$ cat src/sq_pkg.sv
`default_nettype none
// ----------------------------------------------------------------------------
// Scale quantizer package
// Shared constants, register indexes, result type and pitch-class helper.
// ----------------------------------------------------------------------------
package sq_pkg;

    localparam int PITCH_W           = 7;
    localparam int CLASS_W           = 4;
    localparam int OCTAVE            = 12;
    localparam int PITCH_MAX         = 127;
    localparam int OFFSETS_W         = 48;
    localparam int LENGTH_W          = 4;
    localparam int CFG_INDEX_W       = 2;
    localparam int MAX_SCALE_NOTES_D = 12;

    localparam logic [CFG_INDEX_W-1:0] REG_ROOT_NOTE     = 2'd0;
    localparam logic [CFG_INDEX_W-1:0] REG_SCALE_OFFSETS = 2'd1;
    localparam logic [CFG_INDEX_W-1:0] REG_SCALE_LENGTH  = 2'd2;

    typedef struct packed {
        logic [PITCH_W-1:0] pitch;
        logic               already;
        logic               no_match;
    } sq_result_t;

    // Pitch class of a 7-bit pitch: reciprocal multiply, then one correction.
    function automatic logic [CLASS_W-1:0] mod_octave(input logic [PITCH_W-1:0] x);
        logic [12:0] prod;
        logic [3:0]  quot;
        logic [7:0]  rem;
        prod = 13'(x) * 13'd43;
        quot = prod[12:9];
        rem  = {1'b0, x} - (8'(quot) * 8'd12);
        if (rem >= 8'(OCTAVE))
        begin
            rem = rem - 8'(OCTAVE);
        end
        return rem[CLASS_W-1:0];
    endfunction

endpackage
`default_nettype wire

$ cat src/scale_quantizer.sv
`default_nettype none
// ----------------------------------------------------------------------------
// Scale quantizer
// Snaps pitch numbers to the nearest tone of a configured musical scale.
// ----------------------------------------------------------------------------
// A request is issued by raising start with pitch_in; it is taken at any
// clock edge where start is high and busy is low. Busy never rises, so one
// request can be issued in every cycle.
// The request is held in an input register while the
// membership test and the nearest-tone search run, and the result is
// captured in the result register. The result appears on pitch_out,
// already_in_scale and no_match with done high for exactly one cycle,
// and is taken at the edge that ends that cycle.
// Throughput is one request per cycle, set by the single search stage
// between the two registers.
// The receiver cannot stall; each result is shown for one cycle only.
// Configuration writes use cfg_valid, cfg_ready, cfg_index and cfg_data;
// cfg_ready is always high and indexes beyond the scale length register
// are ignored. Reset clears the configuration to an empty scale and drops
// any request in flight.
// ----------------------------------------------------------------------------
module scale_quantizer
#(
    parameter int MAX_SCALE_NOTES = sq_pkg::MAX_SCALE_NOTES_D
)
(
    input  wire logic                            clk,
    input  wire logic                            rst_n,
    input  wire logic                            start,
    output      logic                            busy,
    input  wire logic [sq_pkg::PITCH_W-1:0]      pitch_in,
    output      logic                            done,
    output      logic [sq_pkg::PITCH_W-1:0]      pitch_out,
    output      logic                            already_in_scale,
    output      logic                            no_match,
    input  wire logic                            cfg_valid,
    output      logic                            cfg_ready,
    input  wire logic [sq_pkg::CFG_INDEX_W-1:0]  cfg_index,
    input  wire logic [sq_pkg::OFFSETS_W-1:0]    cfg_data
);

    logic [sq_pkg::PITCH_W-1:0]   root_note_reg;
    logic [sq_pkg::OFFSETS_W-1:0] scale_offsets_reg;
    logic [sq_pkg::LENGTH_W-1:0]  scale_length_reg;

    logic                         in_valid_reg;
    logic [sq_pkg::PITCH_W-1:0]   pitch_reg;
    logic                         done_reg;
    sq_pkg::sq_result_t           result_reg;
    sq_pkg::sq_result_t           result_next;

    logic [sq_pkg::LENGTH_W-1:0]  len_eff;
    logic [sq_pkg::OCTAVE-1:0]    class_mask;
    logic [sq_pkg::CLASS_W-1:0]   root_mod;

    assign busy      = 1'b0;
    assign cfg_ready = 1'b1;

    always_ff @(posedge clk or negedge rst_n)
    begin
        if (!rst_n)
        begin
            root_note_reg     <= '0;
            scale_offsets_reg <= '0;
            scale_length_reg  <= '0;
        end
        else if (cfg_valid)
        begin
            unique case (cfg_index)
                sq_pkg::REG_ROOT_NOTE:
                begin
                    root_note_reg <= cfg_data[sq_pkg::PITCH_W-1:0];
                end
                sq_pkg::REG_SCALE_OFFSETS:
                begin
                    scale_offsets_reg <= cfg_data;
                end
                sq_pkg::REG_SCALE_LENGTH:
                begin
                    scale_length_reg <= cfg_data[sq_pkg::LENGTH_W-1:0];
                end
                default:
                begin
                end
            endcase
        end
    end

    always_comb
    begin
        logic [sq_pkg::CLASS_W-1:0] off;
        if (scale_length_reg > sq_pkg::LENGTH_W'(MAX_SCALE_NOTES))
        begin
            len_eff = sq_pkg::LENGTH_W'(MAX_SCALE_NOTES);
        end
        else
        begin
            len_eff = scale_length_reg;
        end
        class_mask = '0;
        for (int i = 0; i < sq_pkg::OCTAVE; i++)
        begin
            off = scale_offsets_reg[4*i +: 4];
            if ((sq_pkg::LENGTH_W'(i) < len_eff) && (off < sq_pkg::CLASS_W'(sq_pkg::OCTAVE)))
            begin
                class_mask[off] = 1'b1;
            end
        end
        root_mod = sq_pkg::mod_octave(root_note_reg);
    end

    sq_search u_search
    (
        .class_mask (class_mask),
        .root_mod   (root_mod),
        .pitch      (pitch_reg),
        .result     (result_next)
    );

    always_ff @(posedge clk or negedge rst_n)
    begin
        if (!rst_n)
        begin
            in_valid_reg <= 1'b0;
            done_reg     <= 1'b0;
        end
        else
        begin
            in_valid_reg <= start && !busy;
            done_reg     <= in_valid_reg;
        end
    end

    always_ff @(posedge clk)
    begin
        if (start && !busy)
        begin
            pitch_reg <= pitch_in;
        end
        if (in_valid_reg)
        begin
            result_reg <= result_next;
        end
    end

    assign done             = done_reg;
    assign pitch_out        = result_reg.pitch;
    assign already_in_scale = result_reg.already;
    assign no_match         = result_reg.no_match;

endmodule
`default_nettype wire

$ cat src/sq_search.sv
`default_nettype none
// ----------------------------------------------------------------------------
// Scale quantizer search
// Tests scale membership and finds the nearest member within one octave.
// ----------------------------------------------------------------------------
module sq_search
(
    input  wire logic [sq_pkg::OCTAVE-1:0]  class_mask,
    input  wire logic [sq_pkg::CLASS_W-1:0] root_mod,
    input  wire logic [sq_pkg::PITCH_W-1:0] pitch,
    output sq_pkg::sq_result_t              result
);

    logic [sq_pkg::CLASS_W-1:0]    pc;
    logic [sq_pkg::CLASS_W-1:0]    rel;
    logic [2*sq_pkg::OCTAVE-1:0]   dbl_mask;
    logic [sq_pkg::OCTAVE-1:0]     rot_mask;
    logic [sq_pkg::OCTAVE:1]       lo_hit;
    logic [sq_pkg::OCTAVE:1]       hi_hit;

    always_comb
    begin
        pc = sq_pkg::mod_octave(pitch);
        if (pc >= root_mod)
        begin
            rel = pc - root_mod;
        end
        else
        begin
            rel = pc + sq_pkg::CLASS_W'(sq_pkg::OCTAVE) - root_mod;
        end
        dbl_mask = {class_mask, class_mask};
        rot_mask = sq_pkg::OCTAVE'(dbl_mask >> rel);
    end

    always_comb
    begin
        for (int d = 1; d <= sq_pkg::OCTAVE; d++)
        begin
            lo_hit[d] = ({1'b0, pitch} >= 8'(d))
                        && rot_mask[(sq_pkg::OCTAVE - d) % sq_pkg::OCTAVE];
            hi_hit[d] = (({1'b0, pitch} + 8'(d)) <= 8'(sq_pkg::PITCH_MAX))
                        && rot_mask[d % sq_pkg::OCTAVE];
        end
    end

    always_comb
    begin
        logic found;
        logic [sq_pkg::PITCH_W-1:0] best;
        found = 1'b0;
        best  = pitch;
        for (int d = 1; d <= sq_pkg::OCTAVE; d++)
        begin
            if (!found)
            begin
                if (lo_hit[d])
                begin
                    best  = pitch - sq_pkg::PITCH_W'(d);
                    found = 1'b1;
                end
                else if (hi_hit[d])
                begin
                    best  = pitch + sq_pkg::PITCH_W'(d);
                    found = 1'b1;
                end
            end
        end

        result.pitch    = pitch;
        result.already  = 1'b0;
        result.no_match = 1'b1;
        if (class_mask != '0)
        begin
            if (rot_mask[0])
            begin
                result.already  = 1'b1;
                result.no_match = 1'b0;
            end
            else if (found)
            begin
                result.pitch    = best;
                result.no_match = 1'b0;
            end
        end
    end

endmodule
`default_nettype wire

$ cat config.mk
export PLATFORM = sky130hd
export DESIGN_NAME = scale_quantizer
export DESIGN_NICKNAME = d
export VERILOG_FILES = /design/src/sq_pkg.sv /design/src/scale_quantizer.sv /design/src/sq_search.sv
export SDC_FILE = /design/constraint.sdc
export NUM_CORES = 1
export LEC_CHECK = 0
export BUFFER_PORTS_ARGS = -buffer_cell sky130_fd_sc_hd__buf_2
export CAP_MARGIN = 20
export CORE_UTILIZATION = 35
export CTS_BUF_LIST = sky130_fd_sc_hd__clkbuf_16
export CTS_CLUSTER_DIAMETER = 60
export DETAILED_ROUTE_END_ITERATION = 7
export GPL_TIMING_DRIVEN = 0
export PLACE_DENSITY = 0.55
export SLEW_MARGIN = 20
export SYNTH_ARGS = -nofsm -noshare
export SYNTH_HDL_FRONTEND = slang
export SYNTH_SLANG_ARGS = --single-unit
$ cat constraint.sdc
create_clock -name clk -period 13.38 [get_ports clk]
set_input_delay 0.669 -clock clk [delete_from_list [all_inputs] [get_ports clk]]
set_output_delay 0.669 -clock clk [all_outputs]
set_load 0.01 [all_outputs]
# Word-level counts from Yosys, hierarchy flattened
# Cells that the tools add are included.
[totals] register_bits=77 wordCells=315
[classes] addsub=43 mul=4 magnitude_cmp=76 n_eq_ne=2 n_shift=1 muxes=116 bitwise=11 n_reduce_logical=53
[op_table] cell="$mux W7" n=37
[op_table] cell="$mux W12" n=12
[op_table] cell="$or A12 B12 Y12" n=11
[op_table] cell="$le A8 B7 Y1 const B" n=12
[op_table] cell="$lt A4 B5 Y1 const B" n=12
[op_table] cell="$mux W1" n=50
[op_table] cell="$demux W1 S4" n=12
[op_table] cell="$ge A4 B1 Y1 const B" n=12
[op_table] cell="$logic_and A1 B1 Y1" n=48
[op_table] cell="$lt A4 B4 Y1 const B" n=12
[op_table] cell="$add A7 B4 Y8 const B" n=5
[op_table] cell="$add A7 B4 Y7 const B" n=5
[op_table] cell="$ge A7 B4 Y1 const B" n=5
[op_table] cell="$sub A7 B4 Y7 const B" n=5
[op_table] cell="$add A7 B3 Y8 const B" n=4
[op_table] cell="$add A7 B3 Y7 const B" n=4
[op_table] cell="$ge A7 B3 Y1 const B" n=4
[op_table] cell="$sub A7 B3 Y7 const B" n=4
[op_table] cell="$mul A7 B6 Y13 const B" n=2
[op_table] cell="$shr A24 B4 Y12" n=1
[op_table] cell="$add A7 B2 Y8 const B" n=2
[op_table] cell="$ge A8 B4 Y1 const B" n=2
[op_table] cell="$lt A3 B4 Y1 const A" n=4
[op_table] cell="$lt A4 B4 Y1 const A" n=4
[op_table] cell="23 further kinds" n=37

# Depth between registers and ports, before layout
# Gate-level depths: netlist of the first run.
[logic_depth] ltp_word=67 depth_mapped=49 mapped_depth_nobuf=43

# Cells and area by module
# Synthesis of the first run repeated with hierarchy kept, for this count alone.
[hier_totals] cells_unflattened=1350 hier_area_um2=10884.2
[modules_own_cells] mod="sq_search" instances=1 cells_each=834 area_per_inst_um2=5621.6 seq_area_each_um2=0.0
[modules_own_cells] mod="scale_quantizer" instances=1 cells_each=516 area_per_inst_um2=5262.5 seq_area_each_um2=2006.9

# Worst setup path after synthesis of the first run
# Ideal clock, no wire load.
[synth_path] path_type="register -> register" startpoint="register pitch_reg[3] (netlist bit)" endpoint="register result_reg, in the netlist pitch_out[3], data pin" setup_ns=0.261 arrival_time_ns=10.560 setup_slack_ns=2.559 path_stages_with_launch=46 n_path_buf=4 period_less_slack_ns=10.821 path_cell_list="edfxtp_1 > clkbuf_1 > inv_1 > clkbuf_1 > ha_1 > ha_1 > fa_1 > ha_1 > a41o_1 > a21o_1 > a21o_1 > a21oi_1 > nor2b_1 > o21a_1 > o21a_1 > nor2_1 > xnor2_1 > fa_1 > (+10 left out) > inv_1 > fa_1 > xnor2_1 > nor2b_1 > a311oi_1 > nor2_1 > clkbuf_1 > clkbuf_1 > o311ai_0 > o32ai_1 > a2111oi_1 > a2111oi_0 > or2_2 > or2_2 > or3_1 > a211oi_1 > a21oi_1 > a221o_1"
[synth_lines] element="start, declared" line="scale_quantizer.sv:47" rtl="logic [sq_pkg::PITCH_W-1:0] pitch_reg;"
[synth_lines] element="start signal, assigned" line="scale_quantizer.sv:138" rtl="pitch_reg <= pitch_in;"
[synth_lines] element="end signal, assigned" line="scale_quantizer.sv:142" rtl="result_reg <= result_next;"
[synth_lines] element="end, declared" line="scale_quantizer.sv:49" rtl="sq_pkg::sq_result_t result_reg;"

==> results of run 1 <==
## logic make-up after synthesis
kind of cell,count (synthesis),share of synthesized area
and+or+nand+nor,572,0.268
AOI/OAI and AO/OA,408,0.263
buffers and inverters,154,0.0546
adders and majority gates,120,0.143
DFF,77,0.175
muxes,70,0.0709
xor gates and xnor gates,32,0.0245
other,2,0.000656
## metrics by stage
step	worst slack (ns)	hold slack, ns	util	area [sq um]	cells
detailed placement	0.0579	0.531	0.388	12400	1941
global route	0.0867	0.208	0.402	12800	1963
floorplan	2.56	0.373	-	11500	1435
CTS	0.0280	0.193	0.399	12700	1957
global placement	0.0335	0.521	0.387	12300	1940
finish	0.921	0.196	0.402	12800	1964
## layout make-up
cell class / instances / area (sq um)
Antenna cell: 1 / 2.50
Buffer: 78 / 344
Clock buffer: 9 / 225
Clock inverter: 7 / 115
Fill cell: 3325 / 19100
Inverter: 73 / 285
Multi-Input combinational cell: 1204 / 8840
Sequential cell: 77 / 2010
Tap cell: 435 / 544
Timing Repair Buffer: 80 / 440
## layer usage
metal | routed length, microns | global-route usage
met5 | 0 | 0
met4 | 639 | 0.0520
met3 | 4280 | 0.0534
met2 | 18500 | 0.388
met1 | 20500 | 0.390
## cell usage in the layout (no fill, tap or decap), types with 20 or more instances in the layout
| master | instances |
|---|---|
| sky130_fd_sc_hd__o21ai_0 | 37 |
| sky130_fd_sc_hd__a31oi_1 | 22 |
| sky130_fd_sc_hd__nand4_1 | 23 |
| sky130_fd_sc_hd__nor3_1 | 47 |
| sky130_fd_sc_hd__a221oi_1 | 32 |
| sky130_fd_sc_hd__nand2_1 | 134 |
| sky130_fd_sc_hd__a21oi_1 | 69 |
| sky130_fd_sc_hd__xnor2_1 | 24 |
| sky130_fd_sc_hd__a21o_1 | 20 |
| sky130_fd_sc_hd__nor2_1 | 104 |
| sky130_fd_sc_hd__inv_1 | 68 |
| sky130_fd_sc_hd__dfrtp_1 | 61 |
| sky130_fd_sc_hd__nor2b_1 | 27 |
| sky130_fd_sc_hd__clkbuf_1 | 63 |
| sky130_fd_sc_hd__ha_1 | 102 |
| sky130_fd_sc_hd__nand3_1 | 55 |
| sky130_fd_sc_hd__mux2_2 | 59 |
| sky130_fd_sc_hd__buf_2 | 71 |
| sky130_fd_sc_hd__nand2b_1 | 32 |
## worst paths after layout
kind / to / slack [ns] / cells past startpoint
max: pitch_out[1] / 0.92 / 47
min: scale_offsets_reg[11] / 0.20 / 1
max reg2reg: pitch_out[1] / 0.92 / 47
min reg2reg: scale_offsets_reg[19] / 0.55 / 1
max in group asynchronous: scale_offsets_reg[39] / 12.65 / 2
min in group clk: pitch_reg[6] / 0.48 / 1
## synthesized netlist by cell type (19+ instances only)
master	instances	area, sq um
sky130_fd_sc_hd__a21o_1	20	150
sky130_fd_sc_hd__clkbuf_1	69	259
sky130_fd_sc_hd__xnor2_1	24	210
sky130_fd_sc_hd__nor2b_1	27	169
sky130_fd_sc_hd__nand3_1	55	275
sky130_fd_sc_hd__o22ai_1	19	119
sky130_fd_sc_hd__nand4_1	23	144
sky130_fd_sc_hd__nor2_1	104	390
sky130_fd_sc_hd__ha_1	102	1280
sky130_fd_sc_hd__mux2_2	59	664
sky130_fd_sc_hd__a21oi_1	69	345
sky130_fd_sc_hd__nand2b_1	32	200
sky130_fd_sc_hd__nor3_1	47	235
sky130_fd_sc_hd__nand2_1	134	503
sky130_fd_sc_hd__a31oi_1	22	138
sky130_fd_sc_hd__inv_1	68	255
sky130_fd_sc_hd__o21ai_0	37	185
sky130_fd_sc_hd__or2_2	19	119
sky130_fd_sc_hd__a221oi_1	32	280
sky130_fd_sc_hd__dfrtp_1	61	1530
## critical path: cells and delay by family, from the launching register on
family                     cells  cell delay (ns)
DFF                            1             0.61
buffers and inverters          9             2.28
xor gates and xnor gates       4             0.92
adders and majority gates      8             2.90
and+or+nand+nor               12             2.94
AOI/OAI and AO/OA             14             2.51
## repair_timing
| item | 4_1_cts | 5_1_grt |
|---|---|---|
| hold endpoints to repair | 0 | 0 |
| gates resized for setup | 0 | 11 |
| setup buffers | 0 | 9 |
| setup endpoints to repair | 0 | 8 |
==> metrics.log, run 1 <==
[metrics] most frequent CP cell: sky130_fd_sc_hd__ha_1
[metrics] count of final setup violators: 0
[metrics] unrepaired setup endpoints after global routing: no
[metrics] Port Buf Inserts: 70
[metrics] final-report max-slew violation count: 0
[metrics] growth of design area from synthesis to finish: 11.8%
[metrics] final cycle utilization of the critical path: 0.931
[metrics] row count: 65
[metrics] final clock skew: 0.00687 ns
[metrics] effective utilization at floorplan: 0.359
[metrics] kind of critical path: flip-flop to flip-flop
[metrics] Detail Route Antenna Nets: 0
[metrics] data required time of the critical path: 13.48 ns
[metrics] Reg clk slew, reported paths: 0.06 ns
[metrics] critical-path maximum fanout: 11
[metrics] Overflow after GRT: 0
[metrics] flop and latch count out of synthesis: 77
[metrics] overall fraction of global-route tracks in use: 0.263
[metrics] Pre-antenna DRT Iters: 5
[metrics] drt first-iter violations: 1458
[metrics] data arrival at the endpoint of the critical path: 12.56 ns
[metrics] slowest stage cell, crit path: sky130_fd_sc_hd__edfxtp_1
[metrics] run status: complete, no violations
[metrics] CP max stage delay: 0.61 ns
[metrics] buffer type at the clock tree root: sky130_fd_sc_hd__clkbuf_16
[metrics] total length of routed wires: 43900 microns
[metrics] Layout Nets: 1704
[metrics] Synth Net Count: 1616
[metrics] start of the worst register-to-register path: pitch_reg[3]
[metrics] Synth async-reset ratio: 0.792
[metrics] measured slew at the worst slew-check pin: 1.16 ns
[metrics] horizontal extent of the die: 183 microns
[metrics] Tightest Hold Check Type: primary input to asynchronous set/reset pin
[metrics] number of buffers inserted during clock tree synthesis: 9
[metrics] total of warnings raised by yosys: 0
[metrics] average footprint of a synthesized cell: 7.98 sq um
[metrics] initial antenna violation count: 0
[metrics] via count of the first global-routing pass: 11300
[metrics] fraction of layout cells with a size suffix above 1: 0.145
[metrics] launch point of the critical path: pitch_reg[3]
[metrics] max-capacitance violation count: 0
[metrics] routability congestion estimate: 0.979
[metrics] Residual DRC: 0
[metrics] Max transition margin: 0.211
[metrics] height of the chip: 183 microns
[metrics] upper clock frequency limit: 80.3 MHz
[metrics] sort of element at the start of the critical path: flip-flop
[metrics] accumulated negative setup slack: 0 ns
[metrics] hold-fix buffer count after cts: 0
[metrics] overall die area: 33400 sq um
[metrics] TritonCTS Sinks: 77
[metrics] detailed-route via count: 12400
[metrics] global-route wire length before repair: 67800 microns
[metrics] capturing element type of the critical path: flip-flop
[metrics] post-layout min period: 12.46 ns
[metrics] summed instance area of the synthesized netlist: 11500 sq um
[metrics] Synth cell types: 96
[metrics] TritonCTS clock tree: built
[metrics] drt wl/cell: 22.4 microns
[metrics] DPL Wire Length: 35200 microns
[metrics] latest clock arrival within the worst-skew pair: 0.35 ns
[metrics] sequential cell area fraction in the yosys report: 0.175
[metrics] primary flip-flop cell chosen by synthesis mapping: sky130_fd_sc_hd__dfrtp_1
[metrics] level count of the clock H-tree: 3
[metrics] Post-synth EDFFs: 16
[metrics] post-detailed-route via-to-cell ratio: 6.29
[metrics] number of top-level pins: 73
[metrics] pin count of the biggest net entering global routing: 43
[metrics] gate count after technology mapping: 1435
[metrics] total core area: 31900 sq um
[metrics] clock buffer depth: 2
[metrics] number of hold violations in the final report: 0
[metrics] max FFs per register: 48
Power of run 1 is left out: the tool's default activity adds up to more than one toggle a clock period on the data nets, which glitch-free logic cannot reach.
==> run 2, diff against run 1 <==
- CORE_UTILIZATION: 35 -> 40
- PLACE_DENSITY: 0.55 -> 0.6
==> run 2 against run 1 <==
Effect of this change: register-to-register slack lost 0.07 ns; worst hold slack got worse by 0.043 ns; maximum frequency is 0.53% lower; critical path depth down 1; via count up 1.3%; routed wire length down 3.8%; cell count is 2.9% lower; first-iteration DRC count increased by 27%; die area is 12% lower; design area is 0.36% lower.
==> metrics.log, run 2 (same netlist as run 1, synthesis figures left out) <==
[metrics] initial antenna violation count: 0
[metrics] row count: 61
[metrics] DPL Wire Length: 33500 microns
[metrics] Detail Route Antenna Nets: 0
[metrics] horizontal extent of the die: 171 microns
[metrics] Residual DRC: 0
[metrics] CP max stage delay: 0.63 ns
[metrics] TritonCTS Sinks: 77
[metrics] Tightest Hold Check Type: primary input to asynchronous set/reset pin
[metrics] post-layout min period: 12.52 ns
[metrics] Reg clk slew, reported paths: 0.07 ns
[metrics] kind of critical path: flip-flop to flip-flop
[metrics] pin count of the biggest net entering global routing: 52
[metrics] global-route wire length before repair: 66000 microns
[metrics] number of top-level pins: 73
[metrics] drt wl/cell: 22.1 microns
[metrics] critical-path maximum fanout: 10
[metrics] routability congestion estimate: 1.02
[metrics] max-capacitance violation count: 0
[metrics] Filler Cells Inserted: 2865
[metrics] area of all placed cells without fillers: 12800 sq um
[metrics] Max transition margin: 0.199
[metrics] hold-fix buffer count after cts: 0
[metrics] drt first-iter violations: 1847
[metrics] growth of design area from synthesis to finish: 11.4%
[metrics] number of hold violations in the final report: 0
[metrics] most common cell after layout, fill and taps aside: sky130_fd_sc_hd__nand2_1
[metrics] final cycle utilization of the critical path: 0.936
[metrics] clock buffer depth: 2
[metrics] data required time of the critical path: 13.47 ns
[metrics] sort of element at the start of the critical path: flip-flop
[metrics] Pre-antenna DRT Iters: 8
[metrics] accumulated negative setup slack: 0 ns
[metrics] most frequent cells in the layout: sky130_fd_sc_hd__nand2_1, sky130_fd_sc_hd__nor2_1, sky130_fd_sc_hd__ha_1
[metrics] total length of routed wires: 42200 microns
[metrics] run status: complete, no violations
[metrics] post-detailed-route via-to-cell ratio: 6.56
[metrics] number of standard cells in the final layout excluding fillers: 1908
[metrics] placed cells: 1885
[metrics] start of the worst register-to-register path: pitch_reg[3]
[metrics] total core area: 27900 sq um
[metrics] data arrival at the endpoint of the critical path: 12.61 ns
[metrics] worst hold slack: 0.152 ns
[metrics] via count of the first global-routing pass: 11600
[metrics] most frequent CP cell: sky130_fd_sc_hd__ha_1
[metrics] final clock skew: 0.0111 ns
[metrics] Layout Nets: 1706
[metrics] overall fraction of global-route tracks in use: 0.291
[metrics] measured slew at the worst slew-check pin: 1.20 ns
[metrics] height of the chip: 171 microns
[metrics] unrepaired setup endpoints after global routing: no
[metrics] worst-case reg-to-reg path depth: 46
[metrics] number of buffers inserted during clock tree synthesis: 9
[metrics] Port Buf Inserts: 70
[metrics] antenna diode count: 0
[metrics] count of final setup violators: 0
[metrics] overall die area: 29300 sq um
[metrics] level count of the clock H-tree: 3
[metrics] effective utilization at floorplan: 0.410
[metrics] max FFs per register: 48
[metrics] final-report max-slew violation count: 0
[metrics] buffer type at the clock tree root: sky130_fd_sc_hd__clkbuf_16
[metrics] capturing element type of the critical path: flip-flop
[metrics] slowest stage cell, crit path: sky130_fd_sc_hd__a2111oi_2
[metrics] setup slack on the worst flop-to-flop path: 0.86 ns
[metrics] upper clock frequency limit: 79.8 MHz
[metrics] fraction of layout cells with a size suffix above 1: 0.146
[metrics] latest clock arrival within the worst-skew pair: 0.34 ns
[metrics] endpoint of the lowest-slack register-to-register path: pitch_out[1]
[metrics] detailed-route via count: 12500
[metrics] TritonCTS clock tree: built
[metrics] Cell Area, Placed: 12300 sq um
[metrics] Overflow after GRT: 0
==> run 2: metrics by stage <==
| step | worst slack [ns] | utilization |
|---|---|---|
| 6_report | 0.855 | 0.457 |
| 2_1_floorplan | 2.56 | - |
| 4_1_cts | 0.00392 | 0.454 |
| 5_1_grt | 0.0417 | 0.457 |
| 3_5_place_dp | 0.0756 | 0.441 |
| 3_3_place_gp | -0.0562 | 0.439 |
==> run 2: what timing repair did <==
item | 4_1_cts | 5_1_grt
buffers inserted | 0 | 8
setup endpoints to repair | 0 | 8
resized for setup | 0 | 13
==> run 2: per-layer routing <==
layer | global-route usage | vias up | routed length (microns)
met5 | 0 | - | 0
met4 | 0.0726 | 0 | 877
met3 | 0.0633 | 90 | 4980
met2 | 0.425 | 807 | 17300
met1 | 0.427 | 5927 | 19100
li1 | - | 5693 | -
==> run 2: critical path, delay by kind of cell (launching register included) <==
kind	cells	cell delay, ns
fa+ha+maj	8	2.96
buf+inv	7	1.65
flops	1	0.59
xor+xnor	4	0.81
compound gates	16	3.78
simple gates	11	2.46
==> run 2: layout make-up <==
type / count / area, sq um / area share
multi-input cells: 1204 / 8840 / 0.693
inverters: 73 / 285 / 0.0224
flip-flops and latches: 77 / 2010 / 0.157
repair buffers: 80 / 448 / 0.0351
well taps: 378 / 473 / 0.0371
clock inverters: 6 / 100 / 0.00785
plain buffers: 80 / 353 / 0.0277
clock buffers: 10 / 250 / 0.0196
==> run 2: worst max path at each step <==
| stage | start | endpoint | slack, ns | cells past startpoint |
|---|---|---|---|---|
| after floorplan | pitch_reg[3] | pitch_out[3] | 2.56 | 45 |
| after global placement | pitch_reg[3] | pitch_out[1] | -0.06 | 47 |
| after detailed placement | pitch_reg[3] | pitch_out[1] | 0.08 | 47 |
| after CTS | pitch_reg[3] | pitch_out[1] | 0.004 | 47 |
| after global routing | pitch_reg[4] | pitch_out[1] | 0.04 | 46 |
| final | pitch_reg[3] | pitch_out[1] | 0.86 | 46 |
Power of run 2 is left out for the same reason.
